===== src/sv/escape_string_to_serial_bytes_unit_defines.svh =====
// Assertion macros for the escape string decoder.
`ifndef ESCAPE_STRING_TO_SERIAL_BYTES_UNIT_DEFINES_SVH
`define ESCAPE_STRING_TO_SERIAL_BYTES_UNIT_DEFINES_SVH

`ifndef SYNTHESIS
// Same-cycle implication, off during reset.
`define ESSB_ASSERT_IMPLY(label, clk, rst, ante, cons) \
  label: assert property (@(posedge clk) disable iff (rst) (ante) |-> (cons)) \
    else $error("implication check failed");
// Next-cycle implication, checked during reset too.
`define ESSB_ASSERT_NEXT(label, clk, ante, cons) \
  label: assert property (@(posedge clk) (ante) |=> (cons)) \
    else $error("next-cycle check failed");
`else
`define ESSB_ASSERT_IMPLY(label, clk, rst, ante, cons)
`define ESSB_ASSERT_NEXT(label, clk, ante, cons)
`endif

`endif


===== src/sv/essb_pkg.sv =====
package essb_pkg;

  localparam logic [7:0] CH_DEC_OPEN  = 8'h5B;
  localparam logic [7:0] CH_DEC_CLOSE = 8'h5D;
  localparam logic [7:0] CH_HEX_OPEN  = 8'h7B;
  localparam logic [7:0] CH_HEX_CLOSE = 8'h7D;
  localparam logic [7:0] CH_QUOTE     = 8'h27;
  localparam logic [7:0] CH_DELAY     = 8'h5E;

  typedef struct packed {
    logic [7:0] char_code;
    logic       last_char;
  } in_item_t;

  typedef struct packed {
    logic       out_kind;
    logic [7:0] out_byte;
  } out_item_t;

  typedef enum logic [2:0] {
    CLS_DEC_OPEN,
    CLS_DEC_CLOSE,
    CLS_HEX_OPEN,
    CLS_HEX_CLOSE,
    CLS_QUOTE,
    CLS_DELAY,
    CLS_OTHER
  } char_cls_t;

  // Character after classification, as it waits in the queue.
  typedef struct packed {
    char_cls_t  cls;
    logic       dec_digit;
    logic       hex_digit;
    logic [3:0] digit_val;
    logic [7:0] char_code;
    logic       last_char;
  } class_item_t;

  typedef enum logic [2:0] {
    MODE_IDLE      = 3'd0,
    MODE_DEC       = 3'd1,
    MODE_HEX       = 3'd2,
    MODE_TEXT      = 3'd3,
    MODE_AFTER_DEC = 3'd4,
    MODE_AFTER_HEX = 3'd5
  } mode_t;

  typedef struct packed {
    logic full;
    logic empty;
  } queue_status_t;

endpackage


===== src/sv/essb_front.sv =====
module essb_front import essb_pkg::*; (
  input  logic        clk,
  input  logic        rst,
  input  logic        char_valid,
  output logic        char_stall,
  input  in_item_t    char_item,
  output logic        q_push,
  input  logic        q_ready,
  output class_item_t q_item
);

  logic        stage_valid;
  class_item_t stage;
  class_item_t classed;
  logic        accept;
  logic        is_num;
  logic        is_upper;
  logic        is_lower;

  assign char_stall = stage_valid && !q_ready;
  assign accept     = char_valid && !char_stall;
  assign q_push     = stage_valid && q_ready;
  assign q_item     = stage;

  assign is_num   = (char_item.char_code >= 8'h30) && (char_item.char_code <= 8'h39);
  assign is_upper = (char_item.char_code >= 8'h41) && (char_item.char_code <= 8'h46);
  assign is_lower = (char_item.char_code >= 8'h61) && (char_item.char_code <= 8'h66);

  always_comb begin
    classed.char_code = char_item.char_code;
    classed.last_char = char_item.last_char;
    classed.dec_digit = is_num;
    classed.hex_digit = is_num || is_upper || is_lower;
    // letters a-f / A-F: low nibble 1..6 maps to 10..15
    classed.digit_val = is_num ? char_item.char_code[3:0]
                               : 4'(char_item.char_code[3:0] + 4'd9);
    unique case (char_item.char_code)
      CH_DEC_OPEN:  classed.cls = CLS_DEC_OPEN;
      CH_DEC_CLOSE: classed.cls = CLS_DEC_CLOSE;
      CH_HEX_OPEN:  classed.cls = CLS_HEX_OPEN;
      CH_HEX_CLOSE: classed.cls = CLS_HEX_CLOSE;
      CH_QUOTE:     classed.cls = CLS_QUOTE;
      CH_DELAY:     classed.cls = CLS_DELAY;
      default:      classed.cls = CLS_OTHER;
    endcase
  end

  always_ff @(posedge clk) begin
    if (rst) begin
      stage_valid <= 1'b0;
    end else if (accept) begin
      stage_valid <= 1'b1;
    end else if (q_push) begin
      stage_valid <= 1'b0;
    end
  end

  always_ff @(posedge clk) begin
    if (accept) begin
      stage <= classed;
    end
  end

endmodule


===== src/sv/essb_queue.sv =====
module essb_queue import essb_pkg::*; #(
  parameter int DEPTH = 4
) (
  input  logic          clk,
  input  logic          rst,
  input  logic          push,
  input  class_item_t   push_data,
  input  logic          pop,
  output class_item_t   pop_data,
  output queue_status_t status
);

  localparam int PTR_W = $clog2(DEPTH);
  localparam int CNT_W = $clog2(DEPTH + 1);

  class_item_t        slots [DEPTH];
  logic [PTR_W-1:0]   wr_ptr;
  logic [PTR_W-1:0]   rd_ptr;
  logic [CNT_W-1:0]   count;

  assign status.full  = (count == CNT_W'(DEPTH));
  assign status.empty = (count == '0);
  assign pop_data     = slots[rd_ptr];

  always_ff @(posedge clk) begin
    if (rst) begin
      wr_ptr <= '0;
      rd_ptr <= '0;
      count  <= '0;
    end else begin
      if (push) begin
        wr_ptr <= (wr_ptr == PTR_W'(DEPTH - 1)) ? '0 : PTR_W'(wr_ptr + 1'b1);
      end
      if (pop) begin
        rd_ptr <= (rd_ptr == PTR_W'(DEPTH - 1)) ? '0 : PTR_W'(rd_ptr + 1'b1);
      end
      if (push && !pop) begin
        count <= CNT_W'(count + 1'b1);
      end else if (pop && !push) begin
        count <= CNT_W'(count - 1'b1);
      end
    end
  end

  always_ff @(posedge clk) begin
    if (push) begin
      slots[wr_ptr] <= push_data;
    end
  end

endmodule


===== src/sv/essb_back.sv =====
module essb_back import essb_pkg::*; (
  input  logic        clk,
  input  logic        rst,
  input  logic        q_valid,
  output logic        q_pop,
  input  class_item_t q_item,
  output logic        res_valid,
  input  logic        res_stall,
  output out_item_t   res_item
);

  mode_t       mode;
  logic [1:0]  cnt;
  logic [7:0]  acc;

  mode_t       mode_step;
  logic [1:0]  cnt_step;
  logic [7:0]  acc_step;

  logic        emit_step;
  logic        kind_step;
  logic [7:0]  byte_step;
  logic        res_emit;
  logic [7:0]  res_byte;

  logic [1:0]  level;
  logic [10:0] acc_mul;
  logic [7:0]  acc_dec;
  logic [7:0]  acc_hex;
  logic        dec_full;
  logic        hex_full;
  logic        opens_dec;
  logic        opens_hex;

  assign q_pop = q_valid && (!res_valid || !res_stall);

  // acc * 10 + digit, modulo 256
  assign acc_mul  = {acc, 3'b000} + {2'b00, acc, 1'b0} + {7'b0000000, q_item.digit_val};
  assign acc_dec  = acc_mul[7:0];
  assign acc_hex  = {acc[3:0], q_item.digit_val};
  assign dec_full = (cnt >= 2'd2);
  assign hex_full = (cnt >= 2'd1);

  // which forms may open: 0 all, 1 no decimal, 2 text and delay only
  always_comb begin
    unique case (mode)
      MODE_AFTER_DEC: level = 2'd1;
      MODE_AFTER_HEX: level = 2'd2;
      default:        level = 2'd0;
    endcase
  end

  assign opens_dec = (level == 2'd0) && (q_item.cls == CLS_DEC_OPEN);
  assign opens_hex = (level <= 2'd1) && (q_item.cls == CLS_HEX_OPEN);

  // next state
  always_comb begin
    mode_step = mode;
    cnt_step  = cnt;
    acc_step  = acc;
    unique case (mode)
      MODE_DEC: begin
        if (q_item.cls == CLS_DEC_CLOSE) begin
          mode_step = MODE_IDLE;
          cnt_step  = '0;
          acc_step  = '0;
        end else if (q_item.dec_digit) begin
          if (dec_full) begin
            mode_step = MODE_AFTER_DEC;
            cnt_step  = '0;
            acc_step  = '0;
          end else begin
            cnt_step = 2'(cnt + 2'd1);
            acc_step = acc_dec;
          end
        end
      end
      MODE_HEX: begin
        if (q_item.cls == CLS_HEX_CLOSE) begin
          mode_step = MODE_IDLE;
          cnt_step  = '0;
          acc_step  = '0;
        end else if (q_item.hex_digit) begin
          if (hex_full) begin
            mode_step = MODE_AFTER_HEX;
            cnt_step  = '0;
            acc_step  = '0;
          end else begin
            cnt_step = 2'(cnt + 2'd1);
            acc_step = acc_hex;
          end
        end
      end
      MODE_TEXT: begin
        if (q_item.cls == CLS_QUOTE) begin
          mode_step = MODE_IDLE;
          cnt_step  = '0;
          acc_step  = '0;
        end
      end
      default: begin
        cnt_step = '0;
        acc_step = '0;
        if (opens_dec) begin
          mode_step = MODE_DEC;
        end else if (opens_hex) begin
          mode_step = MODE_HEX;
        end else if (q_item.cls == CLS_QUOTE) begin
          mode_step = MODE_TEXT;
        end else begin
          mode_step = MODE_IDLE;
        end
      end
    endcase
  end

  // result of this character
  always_comb begin
    emit_step = 1'b0;
    kind_step = 1'b0;
    byte_step = '0;
    unique case (mode)
      MODE_DEC: begin
        if (q_item.cls == CLS_DEC_CLOSE) begin
          emit_step = 1'b1;
          byte_step = acc;
        end else if (q_item.dec_digit && dec_full) begin
          emit_step = 1'b1;
          byte_step = acc_dec;
        end
      end
      MODE_HEX: begin
        if (q_item.cls == CLS_HEX_CLOSE) begin
          emit_step = 1'b1;
          byte_step = acc;
        end else if (q_item.hex_digit && hex_full) begin
          emit_step = 1'b1;
          byte_step = acc_hex;
        end
      end
      MODE_TEXT: begin
        if (q_item.cls != CLS_QUOTE) begin
          emit_step = 1'b1;
          byte_step = q_item.char_code;
        end
      end
      default: begin
        if (q_item.cls == CLS_DELAY) begin
          emit_step = 1'b1;
          kind_step = 1'b1;
        end
      end
    endcase
  end

  // end of string flushes a field that is still open
  assign res_emit = emit_step ||
                    (q_item.last_char && (mode_step == MODE_DEC || mode_step == MODE_HEX));
  assign res_byte = emit_step ? byte_step : acc_step;

  always_ff @(posedge clk) begin
    if (rst) begin
      mode <= MODE_IDLE;
      cnt  <= '0;
      acc  <= '0;
    end else if (q_pop) begin
      if (q_item.last_char) begin
        mode <= MODE_IDLE;
        cnt  <= '0;
        acc  <= '0;
      end else begin
        mode <= mode_step;
        cnt  <= cnt_step;
        acc  <= acc_step;
      end
    end
  end

  always_ff @(posedge clk) begin
    if (rst) begin
      res_valid <= 1'b0;
    end else if (q_pop) begin
      res_valid <= res_emit;
    end else if (!res_stall) begin
      res_valid <= 1'b0;
    end
  end

  always_ff @(posedge clk) begin
    if (q_pop && res_emit) begin
      res_item.out_kind <= emit_step && kind_step;
      res_item.out_byte <= res_byte;
    end
  end

endmodule


===== src/sv/escape_string_to_serial_bytes_unit.sv =====
// Command string decoder for a serial sender.
// Input channel (char_valid / char_stall / char_item): one character of the
// command string per item, with last_char set on the final one.
// Output channel (res_valid / res_stall / res_item): zero or one result per
// character, either a byte to send (out_kind 0) or a one-second delay
// request (out_kind 1, out_byte 0).
// Forms: [d]..[ddd] decimal, {h}/{hh} hex, 'text' literal, ^ delay.
// Throughput: one character per cycle while res_stall is low. Each character is
// classified in the front stage, waits in a QUEUE_DEPTH-entry queue and is
// parsed by the back stage, whose mode/count/value update is registered.
// Path: the front register loads on the accepting edge, then the queue slot
// is written, then the result register loads when the back stage pops the
// character; a stall can hold the character between any of these.
// Stall: res_stall holds the result register; the back stops popping, the
// queue fills, then char_stall rises. Nothing is dropped or repeated.
// Reset (rst, synchronous): empties the front stage, the queue and the
// result register and returns the parser to idle; no clearing pass.
`include "escape_string_to_serial_bytes_unit_defines.svh"

module escape_string_to_serial_bytes_unit import essb_pkg::*; #(
  parameter int QUEUE_DEPTH = 4
) (
  input  logic      clk,
  input  logic      rst,
  input  logic      char_valid,
  output logic      char_stall,
  input  in_item_t  char_item,
  output logic      res_valid,
  input  logic      res_stall,
  output out_item_t res_item
);

  // front -> queue
  logic          q_push;
  class_item_t   q_in;
  // queue -> back
  logic          q_pop;
  class_item_t   q_out;
  queue_status_t q_stat;

  essb_front u_front (
    .clk        (clk),
    .rst        (rst),
    .char_valid (char_valid),
    .char_stall (char_stall),
    .char_item  (char_item),
    .q_push     (q_push),
    .q_ready    (!q_stat.full),
    .q_item     (q_in)
  );

  essb_queue #(
    .DEPTH (QUEUE_DEPTH)
  ) u_queue (
    .clk       (clk),
    .rst       (rst),
    .push      (q_push),
    .push_data (q_in),
    .pop       (q_pop),
    .pop_data  (q_out),
    .status    (q_stat)
  );

  // parser; owns the result register
  essb_back u_back (
    .clk       (clk),
    .rst       (rst),
    .q_valid   (!q_stat.empty),
    .q_pop     (q_pop),
    .q_item    (q_out),
    .res_valid (res_valid),
    .res_stall (res_stall),
    .res_item  (res_item)
  );

  // a pop only when the result slot is free or draining
  `ESSB_ASSERT_IMPLY(a_pop_slot, clk, rst, q_pop, !res_valid || !res_stall)
  // front never pushes into a full queue
  `ESSB_ASSERT_IMPLY(a_push_room, clk, rst, q_push, !q_stat.full)
  // delay requests carry a zero byte
  `ESSB_ASSERT_IMPLY(a_delay_zero, clk, rst, res_valid && res_item.out_kind, res_item.out_byte == '0)
  // reset leaves no result pending and the queue empty
  `ESSB_ASSERT_NEXT(a_reset_clear, clk, rst, !res_valid && q_stat.empty)

endmodule

===== config.mk =====
export PLATFORM = sky130hd
export DESIGN_NAME = escape_string_to_serial_bytes_unit
export DESIGN_NICKNAME = d
export VERILOG_FILES = /design/src/sv/essb_pkg.sv /design/src/sv/essb_front.sv /design/src/sv/essb_queue.sv /design/src/sv/essb_back.sv /design/src/sv/escape_string_to_serial_bytes_unit.sv
export VERILOG_INCLUDE_DIRS = /design/src /design/src/sv
export SDC_FILE = /design/constraint.sdc
export NUM_CORES = 1
export LEC_CHECK = 0
export BUFFER_PORTS_ARGS = -buffer_cell sky130_fd_sc_hd__buf_4
export CAP_MARGIN = 20
export CORE_UTILIZATION = 45
export CTS_BUF_LIST = sky130_fd_sc_hd__clkbuf_8 sky130_fd_sc_hd__clkbuf_16
export DETAILED_ROUTE_END_ITERATION = 16
export PLACE_DENSITY_LB_ADDON = 0.15
export SYNTH_ARGS = -nofsm -noshare
export SYNTH_HDL_FRONTEND = slang
export SYNTH_SLANG_ARGS = --single-unit

===== constraint.sdc =====
create_clock -name clk -period 5.5 [get_ports clk]
set_clock_uncertainty 0.2 [all_clocks]
set_input_delay 0.55 -clock clk [delete_from_list [all_inputs] [get_ports clk]]
set_output_delay 0.55 -clock clk [all_outputs]
set_load 0.01 [all_outputs]

==> run_results.csv <==
group,metric,value,unit
timing,rsz0062_at_grt,"false",
layout,synthToLayoutAreaGrowth,16.5,%
route,drtIter0Drc,202,
synthesis,syn_inst,407,
cts,cts_tree,"built",
die,coreArea,12200,um2
die,die_h,115,um
global_routing,grt_pass1_wl,17900,um
min_path,hold_depth,1,
global_routing,antenna_found_initial,0,
route,vias,3455,
timing,timing.final.crit_share,0.715,
route,vias_per_cell,5.60,
route,drt-wirelength-per-cell,18.0,um
synthesis,ys_seq_area_frac,0.602,
place,place_ws,1.57,ns
setup_path,critPathKind,"reg2reg",
synthesis,synthesis.area,5730,um2
layout,seq_area,3450,um2
synthesis,ys_warn_count,0,
cts,numClockSinks,123,
status,status,"completed",
cts,cts-root-buf,"clkbuf_16",
setup_path,cp-endpoint,"u_back.res_item[7]",
timing,hold_viol,0,
place,dp_hpwl,7730,um
timing,fin_hold_ws,0.114,ns
global_routing,grt_overflow_total,0,
timing,finalSetupTns,0,ns
power,p_leak,2.37,nW
synthesis,ys_ff_latch,123,
layout,antennaDiodeCount,0,
timing,fmax,254,MHz
cts,ctsHoldBuffers,0,
route,drt_first_pass_iters,5,
setup_path,cp.required,5.44,ns
global_routing,grt_start_max_net_pins,19,
route,post-route-drc-count,0,
place,gp_congestion,0.911,
synthesis,async_reset_ff_frac,0,
setup_path,startpoint_type,"flop",
min_path,worstHoldPathType,"in2reg",
cts,post_cts_resized,0,
setup_path,regToRegSetupSlack,1.57,ns
die,die_w,115,um
layout,num-fill-cells,1018,
setup_path,cp-end-kind,"flop",
timing,period_needed,3.93,ns
place,port_buffers,23,
route,antenna_left,0,
power,power_density,455,nW/um2
layout,multi_input_area,2100,um2
synthesis,ys_types,62,
cts,clk_pin_slew_worst_paths,0.06,ns
run,max_cap_viol_count,0,
cts,cts_setup_buffers,0,
power,peakVddDrop,0.188,mV
setup_path,rr_worst_depth,11,
die,rows,40,
layout,drive_gt1_frac,0.189,
synthesis,synth-edff-count,99,
timing,tightest_slew,1.11,ns
synthesis,synthFlopType,"edfxtp_1",
die,io-pin-count,24,
timing,slew_viol_final,0,
route,wl,11100,um
die,die_area,13200,um2
setup_path,worstPathMaxFanout,12,
timing,slew_headroom,0.262,
timing,setup_viol,0,
setup_path,worst_ep_arrival_time,3.88,ns
cts,cts.htree.levels,4,
global_routing,grt_pass1_vias,3460,
synthesis,syn_area_per_cell,14.1,um2
global_routing,track_usage,0.186,
synthesis,syn-num-nets,447,
die,floorplan.initialDensity,0.469,
cts,clockBufferDepth,2,
cts,clk_latency,0.42,ns
cts,cts_made_buffers,17,
layout,nets,476,
setup_path,rr_endpoint,"u_back.res_item[7]",
timing,setup_slack,1.57,ns
final cells by class:
type,instances,share of cell area
flip-flops and latches,123,0.517
multi-input cells,245,0.315
clock buffers,17,0.0637
well taps,168,0.0315
repair buffers,27,0.0304
clock inverters,15,0.0298
inverters,22,0.0124
flip-flops by register name (all words and copies together) (netlist names), named ones only:
signal and cells:
u_queue.rd_ptr 2, u_front.stage_valid 1, u_queue.wr_ptr 2, u_back.cnt 2
u_back.res_valid 1, u_front.q_item 18, u_back.res_item 9, u_queue.count 3
u_queue.slots 72, u_back.acc 8, u_back.mode 3
Yosys cell counts (3+ instances only):
| master | n | share of area |
|---|---|---|
| nand2b_1 | 5 | 0.0055 |
| o2111ai_1 | 3 | 0.0046 |
| mux2_2 | 3 | 0.0059 |
| ha_1 | 24 | 0.052 |
| mux4_2 | 15 | 0.059 |
| a22oi_1 | 6 | 0.0079 |
| clkbuf_1 | 11 | 0.0072 |
| xnor2_1 | 8 | 0.012 |
| a22o_1 | 13 | 0.020 |
| nand3_1 | 3 | 0.0026 |
| mux4_1 | 3 | 0.014 |
| xor2_1 | 5 | 0.0076 |
| fa_1 | 3 | 0.010 |
| a221oi_1 | 3 | 0.0046 |
| mux2i_1 | 6 | 0.010 |
| a222oi_1 | 3 | 0.0052 |
| nor2b_1 | 5 | 0.0055 |
| or3_1 | 3 | 0.0033 |
| buf_6 | 4 | 0.0079 |
| o2bb2ai_1 | 3 | 0.0046 |
| o21ai_0 | 8 | 0.0070 |
| nor3_1 | 7 | 0.0061 |
| nor2_1 | 27 | 0.018 |
| dfxtp_1 | 24 | 0.084 |
| nand2_1 | 18 | 0.012 |
| o22ai_1 | 3 | 0.0033 |
| a21oi_1 | 19 | 0.017 |
| edfxtp_1 | 99 | 0.52 |
| inv_1 | 22 | 0.014 |
| and2_1 | 5 | 0.0055 |
power breakdown:
part | internal [mW] | switching [mW]
clock network | 0.758 | 0.412
registers | 1.12 | 0.0797
logic | 0.294 | 0.374
total | 2.17 | 0.866
worst min-delay path by stage:
stage	endpoint	slack (ns)	start
2_1_floorplan	u_queue.slots[0][0]	0.26	u_front.q_item[0]
3_3_place_gp	u_queue.slots[2][5]	0.27	u_front.q_item[5]
3_5_place_dp	u_queue.slots[0][17]	0.29	u_front.q_item[17]
4_1_cts	u_front.q_item[0]	0.1	char_item[0]
5_1_grt	u_front.q_item[0]	0.1	char_item[0]
6_report	u_front.q_item[0]	0.11	char_item[0]
layer usage:
layer  wire [um]  share of wire  GRT usage  up-vias
met5           0              0          0        -
met4         270          0.024     0.0944        0
met3         503          0.045     0.0480       22
met2        5250           0.47      0.296      105
met1        5080           0.46      0.236     1682
li1            -              -          -     1646
metrics by stage:
stage / utilization / instance area [um2] / power (mW) / cells
after floorplan: - / 5730 / 1.69 / 407
after global placement: 0.496 / 6050 / 1.87 / 585
after detailed placement: 0.496 / 6050 / 1.88 / 585
after CTS: 0.547 / 6680 / 3.05 / 617
after global routing: 0.547 / 6680 / 3.17 / 617
final: 0.547 / 6680 / 3.04 / 617
worst max-delay path, cell delays in order (launching register included):
cell and delay (ns):
dfxtp_1 0.82, mux4_2 0.63, inv_1 0.09, fa_1 0.45
inv_1 0.08, ha_1 0.23, a211oi_1 0.33, o21bai_1 0.16
a21oi_1 0.19, xnor2_1 0.13, a222oi_1 0.22, o2111ai_1 0.13
cells by family after synthesis:
group / count (synthesis) / share of synthesized area
compound gates: 86 / 0.108
xor+xnor: 13 / 0.0199
fa+ha+maj: 27 / 0.0629
buf+inv: 39 / 0.0308
flops: 123 / 0.602
mux: 27 / 0.0890
simple gates: 92 / 0.0866
cell usage in the layout, fill, tap and decap left out, types with 4 or more instances in the layout:
| cell type | n |
|---|---|
| nand2b_1 | 5 |
| mux4_2 | 15 |
| nor2b_1 | 5 |
| and2_1 | 5 |
| clkbuf_16 | 17 |
| a22oi_1 | 6 |
| a22o_1 | 13 |
| bufinv_16 | 4 |
| nor3_1 | 7 |
| nor2_1 | 27 |
| ha_1 | 24 |
| mux2i_1 | 6 |
| xor2_1 | 5 |
| dfxtp_1 | 24 |
| nand2_1 | 18 |
| inv_1 | 23 |
| clkinv_4 | 4 |
| o21ai_0 | 8 |
| a21oi_1 | 19 |
| buf_4 | 27 |
| edfxtp_1 | 99 |
| xnor2_1 | 8 |
No activity file was read; power rests on OpenSTA's default activity.
